## config.mk

```make
export PLATFORM = sky130hd
export DESIGN_NAME = nel_front
export DESIGN_NICKNAME = d
export VERILOG_FILES = /design/src/rtl/nel_pkg.sv /design/src/rtl/nel_front.sv
export SDC_FILE = /design/constraint.sdc
export NUM_CORES = 1
export LEC_CHECK = 0
export ABC_AREA = 1
export BUFFER_PORTS_ARGS = -buffer_cell sky130_fd_sc_hd__buf_2
export CORE_AREA = 2 2 123 125
export CTS_CLUSTER_SIZE = 16
export DETAILED_ROUTE_END_ITERATION = 8
export DIE_AREA = 0 0 125 127
export PLACE_DENSITY_LB_ADDON = 0.05
export SETUP_SLACK_MARGIN = 0.02
export SYNTH_ARGS = -nofsm -noshare
export SYNTH_HDL_FRONTEND = slang
export SYNTH_SLANG_ARGS = --single-unit
```

## constraint.sdc

```tcl
create_clock -name aclk -period 6.23 [get_ports aclk]
set_clock_uncertainty 0.05 [all_clocks]
set_input_delay 0.3115 -clock aclk [delete_from_list [all_inputs] [get_ports aclk]]
set_output_delay 0.3115 -clock aclk [all_outputs]
set_load 0.03 [all_outputs]
```

## src/rtl/nel_pkg.sv

```systemverilog
`timescale 1ns / 1ps
`default_nettype none
// ----------------------------------------------------------------------------
// nel_pkg
// Shared types and codes for the nearest entry lookup block.
// ----------------------------------------------------------------------------
package nel_pkg;

    localparam logic [1:0] ACT_CLEAR  = 2'd0;
    localparam logic [1:0] ACT_APPEND = 2'd1;
    localparam logic [1:0] ACT_QUERY  = 2'd2;
    localparam logic [1:0] ACT_NONE   = 2'd3;

    typedef struct packed {
        logic [31:0] latency;
        logic [39:0] rate;
        logic [15:0] batch;
        logic [7:0]  backend;
    } entry_t;

    typedef struct packed {
        logic [1:0] op;
        entry_t     data;
    } cmd_t;

    typedef struct packed {
        logic [31:0] best_latency;
        logic [7:0]  best_backend;
        logic        found;
        logic        accepted;
    } result_t;

    typedef struct packed {
        logic busy;
        logic empty;
    } back_status_t;

endpackage : nel_pkg
`default_nettype wire

```

## src/rtl/nel_front.sv

```systemverilog
`timescale 1ns / 1ps
`default_nettype none
// ----------------------------------------------------------------------------
// nel_front
// Input side: takes beats, turns them into commands and holds them in a
// two-entry queue until the back end pops them.
// ----------------------------------------------------------------------------
module nel_front (
    input  wire logic         aclk,
    input  wire logic         aresetn,
    input  wire logic         in_valid,
    output logic              in_ready,
    input  wire logic [1:0]   in_action,
    input  wire nel_pkg::entry_t in_data,
    output logic              cmd_valid,
    output nel_pkg::cmd_t     cmd,
    input  wire logic         cmd_pop
);

    nel_pkg::cmd_t q_reg [2];
    logic          wr_ptr_reg, wr_ptr_next;
    logic          rd_ptr_reg, rd_ptr_next;
    logic [1:0]    level_reg, level_next;
    logic          push;
    nel_pkg::cmd_t new_cmd;

    always_comb begin
        new_cmd      = '0;
        new_cmd.data = in_data;
        case (in_action)
            nel_pkg::ACT_CLEAR:  new_cmd.op = nel_pkg::ACT_CLEAR;
            nel_pkg::ACT_APPEND: new_cmd.op = nel_pkg::ACT_APPEND;
            nel_pkg::ACT_QUERY:  new_cmd.op = nel_pkg::ACT_QUERY;
            default:             new_cmd.op = nel_pkg::ACT_NONE;
        endcase
    end

    assign in_ready  = (level_reg != 2'd2);
    assign push      = in_valid && in_ready;
    assign cmd_valid = (level_reg != 2'd0);
    assign cmd       = q_reg[rd_ptr_reg];

    always_comb begin
        wr_ptr_next = wr_ptr_reg ^ push;
        rd_ptr_next = rd_ptr_reg ^ cmd_pop;
        level_next  = level_reg + {1'b0, push} - {1'b0, cmd_pop};
    end

    always_ff @(posedge aclk) begin
        if (!aresetn) begin
            wr_ptr_reg <= 1'b0;
            rd_ptr_reg <= 1'b0;
            level_reg  <= 2'd0;
        end else begin
            wr_ptr_reg <= wr_ptr_next;
            rd_ptr_reg <= rd_ptr_next;
            level_reg  <= level_next;
        end
    end

    always_ff @(posedge aclk) begin
        if (push) begin
            q_reg[wr_ptr_reg] <= new_cmd;
        end
    end

endmodule : nel_front
`default_nettype wire

```

==> flow_summary.toml <==
[drt]
top_layer = "met4"
routed-wl-met3_um = 1000
drtPass1Iterations = 4
wirelength_um = 13800
met1Wirelength_um = 5490
detail_route.wl_per_cell_um = 16.3
routed_via_density = 4.78
drt-initial-drc-count = 221
drc = 0
dr_wl_met2_um = 7070
num_vias = 4056
antenna_left = 0

[placement]
hpwl_um = 8170
port_buffers = 201
gp_congestion = 0.717

[worst_setup_path]
cp_max_fo = 63
r2r_start = "level_reg[0]"
ff2ff_setup_slack_ns = 3.42
r2r-end = "q_reg[1][81]"
worst-setup-path-type = "flip-flop to output port"
reg2reg_depth = 5
cp.arrival_ns = 2.67
cp-endpoint = "cmd[53]"
critical_path_required_ns = 5.87
crit_path_end_kind = "output port"
cp-start-kind = "flip-flop"

[cells_and_area]
nets = 754
regArea_um2 = 5990
diodes = 0
largest_reg_flops = 196
multi_input_area_um2 = 1300
final_cell_mix = "201 x buf_2, 196 x edfxtp_1, 99 x dlygate4sd3_1, 78 x mux2_2, 21 x clkbuf_16"
area_delta_synth_final_pct = 37.9
num-fill-cells = 995
drive_gt1_frac = 0.498
final_common_cell = "buf_2"

[clock_network]
clk_pin_slew_ns = 0.06
clock_latency_ns = 0.47
tritoncts = "yes"
cts_buffers = 20
clock_tree.root_cell = "clkbuf_16"
cts_setup_buffers = 0
h-tree-depth = 1
clkSinkCount = 201
cts_buffer_depth = 3

[grt]
overflow = 0
grt.total_usage = 0.169
grt_pass1_vias = 4402
grt_pass1_wl_um = 21400
grt_max_degree = 64
antenna_found_initial = 0

[die]
die_h_um = 127
rows = 44
dieArea_um2 = 15900
pin_count = 202
initial_utilization = 0.512
core_um2 = 14400
fp.dieW_um = 125

[sta]
worstMarginPinSlew_ns = 1.11
rsz0062_at_grt = "false"
fmax_ghz = 0.330
holdWs_ns = 0.123
finalHoldViolCount = 0
timing.final.crit_share = 0.487
setup_tns_ns = 0
finalSetupViolCount = 0
min_period_ns = 3.03
max_slew_margin = 0.257
slew_violations = 0

[yosys]
synthCells = 338
yosysSeqAreaShare = 0.811
synth_area_um2 = 7380
yosys_warnings = 0
syn_nets = 442
synth.ff_latch_count = 201
avgSynthCellArea_um2 = 21.8
yosysUniqueCellTypes = 14

[power]
powerDensity_nw_per_um2 = 336
vdd_drop_max_mv = 0.260
p_leak_nw = 3.91

[worst_hold_path]
worstHoldPathType = "input pin to flip-flop"

[outcome]
status = "completed"

[job]
maxCapViolCount = 0
-- routing by layer --
metal / up-vias / global-route usage
li1: 1944 / -
met1: 1947 / 0.201
met2: 140 / 0.300
met3: 25 / 0.0494
met4: 0 / 0.0523
met5: - / 0
-- cells in the mapped netlist --
cell | number | area (µm²)
nand3_1 | 1 | 5.00
nand2_1 | 8 | 30.0
buf_2 | 7 | 35.0
clkbuf_1 | 2 | 7.51
dfxtp_1 | 5 | 100
inv_1 | 7 | 26.3
edfxtp_1 | 196 | 5890
mux2_4 | 20 | 300
xnor2_1 | 2 | 17.5
a21oi_1 | 1 | 5.00
nor2_1 | 5 | 18.8
mux2_2 | 78 | 878
buf_6 | 4 | 45.0
ha_1 | 2 | 25.0
-- metrics by stage --
| step | std cells | util | setup slack, ns | cell area, µm² | total power [mW] |
|---|---|---|---|---|---|
| finish | 848 | 0.706 | 3.20 | 10200 | 3.42 |
| global route | 848 | 0.706 | 3.04 | 10200 | 3.56 |
| CTS | 848 | 0.706 | 3.13 | 10200 | 3.47 |
| detailed placement | 713 | 0.594 | 3.40 | 8570 | 2.29 |
| global placement | 713 | 0.594 | 3.44 | 8570 | 2.28 |
| floorplan | 338 | - | 0.733 | 7380 | 2.12 |
-- critical path: stages, from the launching register on --
cell     delay (ns)
dfxtp_4        0.97
buf_4          0.56
mux2_2         0.40
buf_2          0.18
-- final cells by class --
class / instances / share of cell area
Clock inverter: 8 / 0.00602
Multi-Input combinational cell: 117 / 0.128
Timing Repair Buffer: 303 / 0.198
Inverter: 7 / 0.00258
Tap cell: 184 / 0.0226
Sequential cell: 201 / 0.588
Clock buffer: 28 / 0.0542
-- kinds of logic (layout without fill, tap and decap cells) --
kind of cell / Yosys count / in the layout / share of synthesized area
simple gates: 14 / 14 / 0.00729
buf+inv: 20 / 346 / 0.0154
xor+xnor: 2 / 2 / 0.00237
mux: 98 / 98 / 0.160
fa+ha+maj: 2 / 2 / 0.00339
flops: 201 / 201 / 0.811
compound gates: 1 / 1 / 0.000678
-- what timing repair did --
action | CTS | global route
resized for setup | 0 | 0
hold endpoints to repair | 197 | 0
hold buffers | 99 | 0
-- worst min path at each step --
stage                     slack, ns      endpoint        start  depth (start not counted)
after global placement         0.44    rd_ptr_reg   rd_ptr_reg                          2
final                          0.12  level_reg[1]      cmd_pop                          3
after CTS                      0.11  level_reg[1]      cmd_pop                          3
after floorplan                0.35  level_reg[0]      aresetn                          2
after global routing           0.14  level_reg[1]      cmd_pop                          3
after detailed placement       0.45  q_reg[1][51]  in_data[51]                          1
-- power breakdown --
group	switching (mW)	leakage (nW)	internal (mW)
combinational	0.379	1.74	0.237
clock	0.461	0.302	0.659
sequential	0.0447	1.87	1.64
total	0.885	3.91	2.54
No activity file was read; power rests on OpenSTA's default activity.
