===== src/rtl/nel_ram.sv =====
`timescale 1ns / 1ps
`default_nettype none
// ----------------------------------------------------------------------------
// nel_ram
// Generic single write port, single read port RAM with registered read.
// ----------------------------------------------------------------------------
module nel_ram #(
    parameter int WIDTH = 8,
    parameter int DEPTH = 64,
    localparam int AddrW = (DEPTH > 1) ? $clog2(DEPTH) : 1
) (
    input  wire logic             aclk,
    input  wire logic             wr_en,
    input  wire logic [AddrW-1:0] wr_addr,
    input  wire logic [WIDTH-1:0] wr_data,
    input  wire logic             rd_en,
    input  wire logic [AddrW-1:0] rd_addr,
    output logic      [WIDTH-1:0] rd_data
);

    logic [WIDTH-1:0] mem [DEPTH];

    always_ff @(posedge aclk) begin
        if (wr_en) begin
            mem[wr_addr] <= wr_data;
        end
        if (rd_en) begin
            rd_data <= mem[rd_addr];
        end
    end

endmodule : nel_ram
`default_nettype wire


===== config.mk =====
export PLATFORM = sky130hd
export DESIGN_NAME = nel_ram
export DESIGN_NICKNAME = d
export VERILOG_FILES = /design/src/rtl/nel_ram.sv
export SDC_FILE = /design/constraint.sdc
export NUM_CORES = 1
export LEC_CHECK = 0
export BUFFER_PORTS_ARGS = -buffer_cell sky130_fd_sc_hd__buf_4
export CORE_UTILIZATION = 42
export CTS_CLUSTER_DIAMETER = 30
export CTS_CLUSTER_SIZE = 20
export DETAILED_ROUTE_END_ITERATION = 10
export PLACE_DENSITY = 0.61
export SYNTH_ARGS = -nofsm -noshare
export SYNTH_HDL_FRONTEND = slang
export SYNTH_SLANG_ARGS = --single-unit

===== constraint.sdc =====
create_clock -name aclk -period 2.5 [get_ports aclk]
set_input_delay 0.5 -clock aclk [delete_from_list [all_inputs] [get_ports aclk]]
set_output_delay 0.5 -clock aclk [all_outputs]
set_load 0.02 [all_outputs]

==> reports/summary.log <==
INFO  timing         finalSetupTns=0ns
INFO  pwr            leakage_power_total=8.53nW
INFO  floorplan      core-area=0.0476mm²
INFO  critical_path  start_kind=register
INFO  timing         clock_skew_after_layout=0.0199ns
INFO  clocking       cts_tree=done
INFO  pwr            p_clk_share=56.8%
INFO  clocking       clockRootBuffer=sky130_fd_sc_hd__clkbuf_16
INFO  critical_path  r2r_slack=0.33ns
INFO  clocking       holdBufCountCts=0
INFO  clocking       cts_buffer_count=104
INFO  critical_path  crit_path_end=rd_data[4]
INFO  grt            antenna_found_initial=1
INFO  timing         final-setup-viol-count=0
INFO  yosys          synth_top_flop_cell=sky130_fd_sc_hd__edfxtp_1
INFO  timing         clock.fmax=0.461GHz
INFO  critical_path  setup.worst_path.class=reg -> reg
INFO  critical_path  crit-reg2reg-capture=rd_data[4]
INFO  pwr            power.internal=19.3mW
INFO  finish         final.fill_count=3691
INFO  drt            detail_route.wl_per_cell=25.3µm
INFO  pwr            power=24.7mW
INFO  floorplan      placementRows=80
INFO  floorplan      starting_density=42.5%
INFO  clocking       cts_sinks=520
INFO  grt            grt_pass1_vias=10605
INFO  yosys          synth_warnings=0
INFO  finish         multi_input_area=0.00432mm²
INFO  placement      place.port_buffers=30
INFO  drt            route.vias.total=10286
INFO  finish         final_cells=1854
INFO  finish         layout.area.seq=0.0156mm²
INFO  pwr            vdd.ir_drop.worst=0.530mV
INFO  placement      placedCellCount=1659
INFO  floorplan      io_pins=31
INFO  placement      finalWeightedCongestion=0.845
INFO  grt            track_usage=19.6%
INFO  timing         least_margin_pin_slew=0.754ns
INFO  pwr            power_per_cell_area=964mW/mm²
INFO  clocking       clk_transition_reported_paths=0.05ns
INFO  critical_path  reg2regPathDepth=5
INFO  finish         layout-drive-gt1-share=38.8%
INFO  floorplan      dieWidth=222µm
INFO  pwr            net-switching-power=5.43mW
INFO  yosys          synth_edf_count=520
INFO  clocking       cts.repair.resized=0
INFO  drt            drcViolationCount=0
INFO  drt            via_per_inst=5.55
INFO  timing         slew_headroom=49.7%
INFO  critical_path  crit_arrival=2.54ns
INFO  clocking       post-cts-setup-buffer-count=0
INFO  timing         grt_setup_unrepaired=no
INFO  floorplan      floorplan.die_area=0.0491mm²
INFO  flow_run       cap_viol_max_count=0
INFO  yosys          postSynthNetCount=963
INFO  grt            pin_count_of_the_biggest_net_entering_global_routing=65
INFO  critical_path  worst-endpoint-required=2.87ns
INFO  yosys          avgSynthCellArea=21.5µm²
INFO  placement      place_hpwl=28.5mm
INFO  floorplan      die_h=222µm
INFO  finish         number_of_diodes_added_for_antenna_fixing=0
INFO  clocking       clock_tree.buffer_depth=3
INFO  grt            overflow=0
INFO  status         status=completed
INFO  drt            detail_route.wirelength=47.0mm
INFO  timing         hold_violations=0
INFO  yosys          postSynth.asyncResetShare=0%
INFO  drt            detail-route-antenna-nets=0
INFO  timing         final_period_minus_worst_setup_slack=2.17ns
INFO  pwr            sequentialPowerShare=39.3%
INFO  finish         nNetsFinal=1173
INFO  finish         synthToLayoutAreaGrowth=26.7%
INFO  worst_hold_path min-delay-path-class=in -> reg
INFO  clocking       clk-insertion-delay-late=0.64ns
INFO  drt            drt_iter0_markers=997
INFO  pwr            sw_frac_of_total=21.9%
INFO  finish         post-route-util=53.8%
INFO  critical_path  worst-path-max-fanout=1
INFO  timing         report.final.slew_viol_count=0
INFO  critical_path  r2r_start=mem[29][4]
INFO  yosys          syn_inst_count=940
INFO  drt            dr.pass1.iters=5
INFO  pwr            combinationalPowerShare=3.9%
INFO  timing         period_share=86.9%
INFO  yosys          synthesis.area=0.0202mm²
INFO  grt            grt_first_pass_wirelength=70.0mm
INFO  yosys          postSynthRegisterBits=520
INFO  critical_path  critical_path.startpoint=mem[29][4]
INFO  critical_path  crit_path_end_kind=register
INFO  clocking       cts.htree.levels=3
INFO  yosys          yosys.cell_types.count=39
INFO  yosys          seq_area_frac_synth=77.1%
-- critical path: stages, from the launching register on --
cell	delay, ns
sky130_fd_sc_hd__edfxtp_1	0.35
sky130_fd_sc_hd__mux4_2	0.47
sky130_fd_sc_hd__mux2_2	0.27
sky130_fd_sc_hd__o221a_2	0.29
sky130_fd_sc_hd__nor3_1	0.38
sky130_fd_sc_hd__o32ai_1	0.14
-- sequential cells by signal (all words and copies together) (netlist names) --
| register | cells |
|---|---|
| mem | 512 |
| rd_data | 8 |
-- area by class of cell --
class                      instances  share of cell area, %
sequential                       520                   60.9
timing repair buffer             155                   5.10
multi-input combinational        369                   16.8
tap                              615                   3.00
clock inverter                    84                   3.97
clock buffer                     111                   10.2
-- power by group through the flow --
| stage | sequential (mW) | combinational [mW] | clock, mW |
|---|---|---|---|
| final | 9.72 | 0.975 | 14.0 |
| after global routing | 9.71 | 1.04 | 14.6 |
| after CTS | 9.72 | 0.988 | 14.2 |
| after detailed placement | 9.88 | 0.984 | 0 |
| after global placement | 9.88 | 0.971 | 0 |
| after floorplan | 9.88 | 0.515 | 0 |
-- worst min path at each step --
| stage | startpoint | end | slack (ns) | cells past startpoint |
|---|---|---|---|---|
| 5_1_grt | rd_en | rd_data[3] | 0.19 | 1 |
| 2_1_floorplan | wr_data[0] | mem[0][0] | 0.60 | 0 |
| 6_report | rd_en | rd_data[3] | 0.19 | 1 |
| 4_1_cts | rd_en | rd_data[1] | 0.17 | 1 |
| 3_3_place_gp | rd_en | rd_data[5] | 0.83 | 1 |
| 3_5_place_dp | rd_en | rd_data[5] | 0.84 | 1 |
-- Yosys cell counts, drive strengths merged (8+ instances only) --
cell type    n  area share [%]
edfxtp     520              77
mux4       126              14
nor2        83             1.5
buf         34             1.2
mux2i       23             1.1
nand2       19            0.35
clkbuf      17            0.32
nor2b       14            0.43
mux2        13            0.72
nand3       13            0.32
o221ai       8            0.35
o22ai        8            0.25
-- logic make-up (layout without fill, tap and decap cells) --
logic type | Yosys count | count (layout) | synth area share [%]
compound gates | 54 | 54 | 2.06
buf+inv | 51 | 350 | 1.56
flops | 520 | 520 | 77.1
mux | 162 | 162 | 15.9
simple gates | 153 | 153 | 3.37
-- through the flow --
stage          area, µm²  hold WS [ns]  worst slack (ns)
2_1_floorplan      20200         0.599             0.194
3_3_place_gp       22000         0.829            -0.294
3_5_place_dp       22000         0.840            -0.269
4_1_cts            25700         0.168             0.337
5_1_grt            25700         0.190             0.247
6_report           25700         0.191             0.329
-- routing by layer --
layer  vias to the layer above  GRT usage, %  part of all wire, %
met3                        80          3.95                  6.9
met4                         4          7.62                  2.5
met1                      5392          27.4                   43
met5                         -         0.978                 0.17
li1                       4406             -                    -
met2                       404          30.5                   48
-- placed cells by master, fill, tap and decap left out, types with 3 or more instances in the layout --
cell                         netlist  routed
sky130_fd_sc_hd__a221oi_1          6       6
sky130_fd_sc_hd__inv_6             0      17
sky130_fd_sc_hd__mux2i_1          23      23
sky130_fd_sc_hd__a22oi_1           3       3
sky130_fd_sc_hd__clkbuf_16         0     104
sky130_fd_sc_hd__a211oi_1          4       4
sky130_fd_sc_hd__nand3b_1          3       3
sky130_fd_sc_hd__bufinv_16         0      14
sky130_fd_sc_hd__clkinv_1          0       3
sky130_fd_sc_hd__edfxtp_1        520     520
sky130_fd_sc_hd__clkinv_2          0      15
sky130_fd_sc_hd__nand2b_1          7       7
sky130_fd_sc_hd__mux2_2           13      13
sky130_fd_sc_hd__a21oi_1           3       3
sky130_fd_sc_hd__nor2b_1          14      14
sky130_fd_sc_hd__clkinvlp_4        0      19
sky130_fd_sc_hd__nor2_1           83      83
sky130_fd_sc_hd__o22ai_1           8       8
sky130_fd_sc_hd__nand3_1          13      13
sky130_fd_sc_hd__o2111ai_1         3       3
sky130_fd_sc_hd__buf_12            2      11
sky130_fd_sc_hd__clkinv_8          0       3
sky130_fd_sc_hd__nand2_1          19      19
sky130_fd_sc_hd__o221ai_1          8       8
sky130_fd_sc_hd__clkinv_4          0       8
sky130_fd_sc_hd__clkbuf_1         17       7
sky130_fd_sc_hd__nor3_1            7       7
sky130_fd_sc_hd__o2bb2ai_1         3       3
sky130_fd_sc_hd__buf_4            13     143
sky130_fd_sc_hd__mux4_2          126     126
No activity file was read; power rests on OpenSTA's default activity.
