<file path="config.mk">
export PLATFORM = sky130hd
export DESIGN_NAME = nel_back
export DESIGN_NICKNAME = d
export VERILOG_FILES = /design/src/rtl/nel_pkg.sv /design/src/rtl/nel_back.sv
export SDC_FILE = /design/constraint.sdc
export NUM_CORES = 1
export LEC_CHECK = 0
export ABC_AREA = 1
export BUFFER_PORTS_ARGS = -buffer_cell sky130_fd_sc_hd__buf_4
export CAP_MARGIN = 20
export CORE_UTILIZATION = 30
export DETAILED_ROUTE_END_ITERATION = 12
export HOLD_SLACK_MARGIN = 0.06
export PLACE_DENSITY = 0.46
export RECOVER_POWER = 25
export SYNTH_ARGS = -nofsm -noshare
export SYNTH_HDL_FRONTEND = slang
export SYNTH_SLANG_ARGS = --single-unit
export TNS_END_PERCENT = 100
</file>
<file path="constraint.sdc">
create_clock -name aclk -period 5.4 [get_ports aclk]
set_input_delay 0.81 -clock aclk [delete_from_list [all_inputs] [get_ports aclk]]
set_output_delay 0.81 -clock aclk [all_outputs]
set_load 0.05 [all_outputs]
</file>
<file path="src/rtl/nel_pkg.sv">
`timescale 1ns / 1ps
`default_nettype none
// ----------------------------------------------------------------------------
// nel_pkg
// Shared types and codes for the nearest entry lookup block.
// ----------------------------------------------------------------------------
package nel_pkg;

    localparam logic [1:0] ACT_CLEAR  = 2'd0;
    localparam logic [1:0] ACT_APPEND = 2'd1;
    localparam logic [1:0] ACT_QUERY  = 2'd2;
    localparam logic [1:0] ACT_NONE   = 2'd3;

    typedef struct packed {
        logic [31:0] latency;
        logic [39:0] rate;
        logic [15:0] batch;
        logic [7:0]  backend;
    } entry_t;

    typedef struct packed {
        logic [1:0] op;
        entry_t     data;
    } cmd_t;

    typedef struct packed {
        logic [31:0] best_latency;
        logic [7:0]  best_backend;
        logic        found;
        logic        accepted;
    } result_t;

    typedef struct packed {
        logic busy;
        logic empty;
    } back_status_t;

endpackage : nel_pkg
`default_nettype wire

</file>
<file path="src/rtl/nel_back.sv">
`timescale 1ns / 1ps
`default_nettype none
// ----------------------------------------------------------------------------
// nel_back
// Command executor: clears, appends to the entry RAM and scans it for the
// nearest entry, one entry a cycle. Holds the result beat until taken.
// ----------------------------------------------------------------------------
module nel_back #(
    parameter int MAX_ENTRIES = 64,
    localparam int AddrW = (MAX_ENTRIES > 1) ? $clog2(MAX_ENTRIES) : 1
) (
    input  wire logic              aclk,
    input  wire logic              aresetn,
    input  wire logic              cmd_valid,
    input  wire nel_pkg::cmd_t     cmd,
    output logic                   cmd_pop,
    output logic                   ram_wr_en,
    output logic [AddrW-1:0]       ram_wr_addr,
    output nel_pkg::entry_t        ram_wr_data,
    output logic                   ram_rd_en,
    output logic [AddrW-1:0]       ram_rd_addr,
    input  wire nel_pkg::entry_t   ram_rd_data,
    output logic                   res_valid,
    input  wire logic              res_ready,
    output nel_pkg::result_t       res,
    output nel_pkg::back_status_t  status
);

    localparam int CountW = $clog2(MAX_ENTRIES + 1);
    localparam logic ST_IDLE = 1'b0;
    localparam logic ST_SCAN = 1'b1;

    logic              state_reg, state_next;
    logic [CountW-1:0] count_reg, count_next;
    logic [CountW-1:0] idx_reg, idx_next;
    logic [15:0]       q_batch_reg, q_batch_next;
    logic [39:0]       q_rate_reg, q_rate_next;
    logic              s1_reg, s2_reg;
    logic [15:0]       d1_reg;
    logic [39:0]       d2_reg;
    logic [31:0]       lat_reg;
    logic [7:0]        be_reg;
    logic              found_reg, found_next;
    logic [15:0]       bd1_reg, bd1_next;
    logic [39:0]       bd2_reg, bd2_next;
    logic [31:0]       blat_reg, blat_next;
    logic [7:0]        bbe_reg, bbe_next;
    logic              res_valid_reg, res_valid_next;
    nel_pkg::result_t  res_reg, res_next;
    logic              slot_free;
    logic              better;
    logic [15:0]       d1_calc;
    logic [39:0]       d2_calc;

    assign slot_free   = !res_valid_reg || res_ready;
    assign cmd_pop     = (state_reg == ST_IDLE) && cmd_valid && slot_free;
    assign ram_wr_addr = count_reg[AddrW-1:0];
    assign ram_wr_data = cmd.data;
    assign ram_rd_addr = idx_reg[AddrW-1:0];
    assign res_valid   = res_valid_reg;
    assign res         = res_reg;
    assign status.busy  = (state_reg == ST_SCAN);
    assign status.empty = (count_reg == '0);

    // absolute differences of the entry read last cycle
    always_comb begin
        d1_calc = (ram_rd_data.batch >= q_batch_reg) ? ram_rd_data.batch - q_batch_reg
                                                     : q_batch_reg - ram_rd_data.batch;
        d2_calc = (ram_rd_data.rate >= q_rate_reg) ? ram_rd_data.rate - q_rate_reg
                                                   : q_rate_reg - ram_rd_data.rate;
    end

    // batch first, then rate, then latency; earlier entry keeps a full tie
    assign better = !found_reg || (d1_reg < bd1_reg) ||
                    ((d1_reg == bd1_reg) && ((d2_reg < bd2_reg) ||
                    ((d2_reg == bd2_reg) && (lat_reg < blat_reg))));

    always_comb begin
        state_next     = state_reg;
        count_next     = count_reg;
        idx_next       = idx_reg;
        q_batch_next   = q_batch_reg;
        q_rate_next    = q_rate_reg;
        found_next     = found_reg;
        bd1_next       = bd1_reg;
        bd2_next       = bd2_reg;
        blat_next      = blat_reg;
        bbe_next       = bbe_reg;
        res_valid_next = res_valid_reg && !res_ready;
        res_next       = res_reg;
        ram_wr_en      = 1'b0;
        ram_rd_en      = 1'b0;

        case (state_reg)
            ST_IDLE: begin
                if (cmd_pop) begin
                    res_next = '0;
                    case (cmd.op)
                        nel_pkg::ACT_CLEAR: begin
                            count_next        = '0;
                            res_next.accepted = 1'b1;
                            res_valid_next    = 1'b1;
                        end
                        nel_pkg::ACT_APPEND: begin
                            if (count_reg < CountW'(MAX_ENTRIES)) begin
                                ram_wr_en         = 1'b1;
                                count_next        = count_reg + CountW'(1);
                                res_next.accepted = 1'b1;
                            end
                            res_valid_next = 1'b1;
                        end
                        nel_pkg::ACT_QUERY: begin
                            if (count_reg == '0) begin
                                res_valid_next = 1'b1;
                            end else begin
                                state_next   = ST_SCAN;
                                idx_next     = '0;
                                found_next   = 1'b0;
                                q_batch_next = cmd.data.batch;
                                q_rate_next  = cmd.data.rate;
                            end
                        end
                        default: begin
                            res_valid_next = 1'b1;
                        end
                    endcase
                end
            end
            ST_SCAN: begin
                if (idx_reg != count_reg) begin
                    ram_rd_en = 1'b1;
                    idx_next  = idx_reg + CountW'(1);
                end
                if (s2_reg && better) begin
                    found_next = 1'b1;
                    bd1_next   = d1_reg;
                    bd2_next   = d2_reg;
                    blat_next  = lat_reg;
                    bbe_next   = be_reg;
                end
                if ((idx_reg == count_reg) && !s1_reg && !s2_reg) begin
                    res_next.accepted     = 1'b0;
                    res_next.found        = found_reg;
                    res_next.best_backend = found_reg ? bbe_reg : 8'd0;
                    res_next.best_latency = found_reg ? blat_reg : 32'd0;
                    res_valid_next        = 1'b1;
                    state_next            = ST_IDLE;
                end
            end
            default: begin
                state_next = ST_IDLE;
            end
        endcase
    end

    always_ff @(posedge aclk) begin
        if (!aresetn) begin
            state_reg     <= ST_IDLE;
            count_reg     <= '0;
            idx_reg       <= '0;
            s1_reg        <= 1'b0;
            s2_reg        <= 1'b0;
            found_reg     <= 1'b0;
            res_valid_reg <= 1'b0;
        end else begin
            state_reg     <= state_next;
            count_reg     <= count_next;
            idx_reg       <= idx_next;
            s1_reg        <= ram_rd_en;
            s2_reg        <= s1_reg;
            found_reg     <= found_next;
            res_valid_reg <= res_valid_next;
        end
    end

    always_ff @(posedge aclk) begin
        q_batch_reg <= q_batch_next;
        q_rate_reg  <= q_rate_next;
        d1_reg      <= d1_calc;
        d2_reg      <= d2_calc;
        lat_reg     <= ram_rd_data.latency;
        be_reg      <= ram_rd_data.backend;
        bd1_reg     <= bd1_next;
        bd2_reg     <= bd2_next;
        blat_reg    <= blat_next;
        bbe_reg     <= bbe_next;
        res_reg     <= res_next;
    end

endmodule : nel_back
`default_nettype wire

</file>
==> run_results.csv <==
group,metric,value,unit
global_routing,grt_max_degree,57,
clock_network,path_clk_slew,0.06,ns
floorplan,start_util,0.305,
detailed_routing,drt_iter0_drc,875,
clock_network,cts_buffer_depth,3,
floorplan,die_x,256,µm
detailed_routing,routedWlPerCell,16.4,µm
yosys,syn_inst,2292,
yosys,synthesis.area,19300,µm²
global_routing,grt_pass1_wl,85300,µm
place,post-dp-hpwl,44500,µm
sta,setup_viol,0,
sta,post-route-period-util,0.591,
min_path,hold_class,"in -> reg",
detailed_routing,routed_via_density,4.51,
final_layout,areaGrowthSynthToFinish,17.4,%
place,place.gp.congestion,0.908,
sta,final_hold_viol_count,0,
place,io_buffers,273,
floorplan,dieArea,65300,µm²
floorplan,die_y,256,µm
run_status,status,"finished clean",
sta,fin_crit,3.19,ns
worst_setup_path,arrival,3.60,ns
global_routing,met2_usage,0.259,
worst_setup_path,path_class,"reg -> reg",
detailed_routing,antenna_left,0,
sta,slew_violations,0,
yosys,yosysMostFrequentCell,"nand2_1",
sta,rsz0062_at_grt,"false",
yosys,synth-edff-count,194,
detailed_routing,wl,54700,µm
yosys,avgSynthCellArea,8.42,µm²
final_layout,largest_reg_flops,42,
detailed_routing,drc,0,
clock_network,cts_resized,0,
yosys,synthFlopType,"edfxtp_1",
pwr,powerDensity,288,nW/µm²
worst_setup_path,critical_path_required,5.81,ns
pwr,ir_drop,0.000187,V
pwr,power,6.53,mW
global_routing,grt_use_met1,0.230,
global_routing,grt_use_total,0.166,
clock_network,h-tree-depth,2,
final_layout,drive_gt1_frac,0.149,
global_routing,busiest_layer,"met2",
worst_setup_path,critPathMaxFanout,38,
clock_network,cts_buffers,39,
yosys,ys_ff_latch,309,
yosys,ys_top_cells_by_count,"nand2_1, inv_1, a21oi_1",
global_routing,antenna_found_initial,1,
global_routing,grt_overflow_total,0,
flow_run,drv_cap,0,
yosys,synth_cell_types,49,
floorplan,core,63300,µm²
yosys,ys_seq_area_frac,0.421,
clock_network,cts_tree,"yes",
yosys,yosysWarnings,0,
clock_network,cts_root_buffer,"clkbuf_16",
yosys,synthArstFlopShare,0,
detailed_routing,firstDrtPassIters,5,
global_routing,grt_pass1_vias,15200,
detailed_routing,via_count,15000,
sta,worst_pin_slew,0.836,ns
pwr,p_leak,10.6,nW
clock_network,clock_latency,0.56,ns
sta,fmaxAchievable,313,MHz
global_routing,grtUsageMet3,0.0297,
clock_network,post-cts-setup-buffers,0,
clock_network,postCtsHoldBufs,0,
final_layout,fin_nets,2856,
floorplan,rows,92,
sta,slew_headroom,0.443,
worst_setup_path,start_kind,"register",
yosys,netlist_top_cells_area,"edfxtp_1, ha_1, dfxtp_1",
sta,fin_tns_setup,0,ns
yosys,yosysTopAreaCell,"edfxtp_1",
worst_setup_path,end_kind,"register",
clock_network,cts.sinks,309,
floorplan,ioPinCount,354,
yosys,yosysTopAreaCellShare,0.302,
sta,finalClockSkew,0.0171,ns
yosys,syn_nets,2694,
==> placed cells by master (no fill, tap or decap), types with 9 or more instances in the layout <==
master,synthesis,layout
buf_4,113,187
nand4_1,11,11
clkbuf_1,5,25
clkbuf_16,0,40
nor3_1,17,17
dfxtp_1,115,115
nand2_2,9,10
nand3_1,37,37
inv_1,358,357
ha_1,200,200
edfxtp_1,194,194
xnor2_1,22,22
inv_2,9,9
o21ai_1,14,14
xor2_1,73,73
nand2_1,436,435
o21ai_0,116,116
a21o_1,11,11
a21oi_1,225,225
clkbuf_4,0,70
nor2_1,201,200
==> worst paths after layout <==
check                                 from                   end  slack [ns]  cells past startpoint
setup / recovery  q_rate_reg[33]$_DFFE_PP_     d2_reg[1]$_DFF_P_        2.21                      9
hold reg to reg          be_reg[1]$_DFF_P_  bbe_reg[1]$_DFFE_PP_        0.40                      0
hold / removal             ram_rd_data[85]   lat_reg[21]$_DFF_P_        0.37                      1
setup reg to reg  q_rate_reg[33]$_DFFE_PP_     d2_reg[1]$_DFF_P_        2.21                      9
==> where the power goes <==
part           switching [mW]  total, mW  leakage (nW)  internal (mW)
registers              0.0760       2.72          2.76           2.64
logic                   0.744       1.13          7.20          0.388
clock network            1.07       2.68         0.657           1.60
total                    1.89       6.53          10.6           4.63
==> critical path, stage by stage (launching register included) <==
cell      delay [ns]
edfxtp_1        0.41
ha_1            0.44
a21oi_1         0.27
nor2_1          0.06
nor2_1          0.12
o211ai_1        0.13
a21oi_1         0.28
nand4_2         0.43
inv_2           0.70
o21ai_0         0.17
==> layout make-up <==
| type | instances | area [µm²] |
|---|---|---|
| clock inverters | 21 | 240 |
| clock buffers | 50 | 1100 |
| repair buffers | 279 | 2030 |
| flip-flops and latches | 309 | 8130 |
| inverters | 368 | 1380 |
| fillers | 6672 | 40700 |
| multi-input cells | 1457 | 8710 |
| diodes | 1 | 2.50 |
| well taps | 846 | 1060 |
==> metal layers <==
metal	wire (µm)	vias to the layer above	part of all wire
met5	0	-	0
met4	1640	0	0.030
met3	2800	90	0.051
met2	23900	396	0.44
met1	26400	6883	0.48
li1	-	7653	-
==> kinds of logic after synthesis <==
kind of cell	synth area share
AO/OA/AOI/OAI	0.115
buffers and inverters	0.128
XOR/XNOR	0.0431
AND/OR/NAND/NOR	0.158
flip-flops	0.421
adder cells (fa/ha/maj)	0.134
multiplexers	0.000519
==> metrics by stage <==
step	hold slack (ns)	worst slack, ns	cells	util	cell area (µm²)
finish	0.371	2.21	3331	0.358	22600
CTS	0.307	2.05	3329	0.359	22700
detailed placement	0.389	1.73	3258	0.337	21400
floorplan	0.386	0.343	2292	-	19300
global route	0.338	1.85	3331	0.358	22600
global placement	0.391	1.79	3258	0.337	21400
No activity file was read; power rests on OpenSTA's default activity.
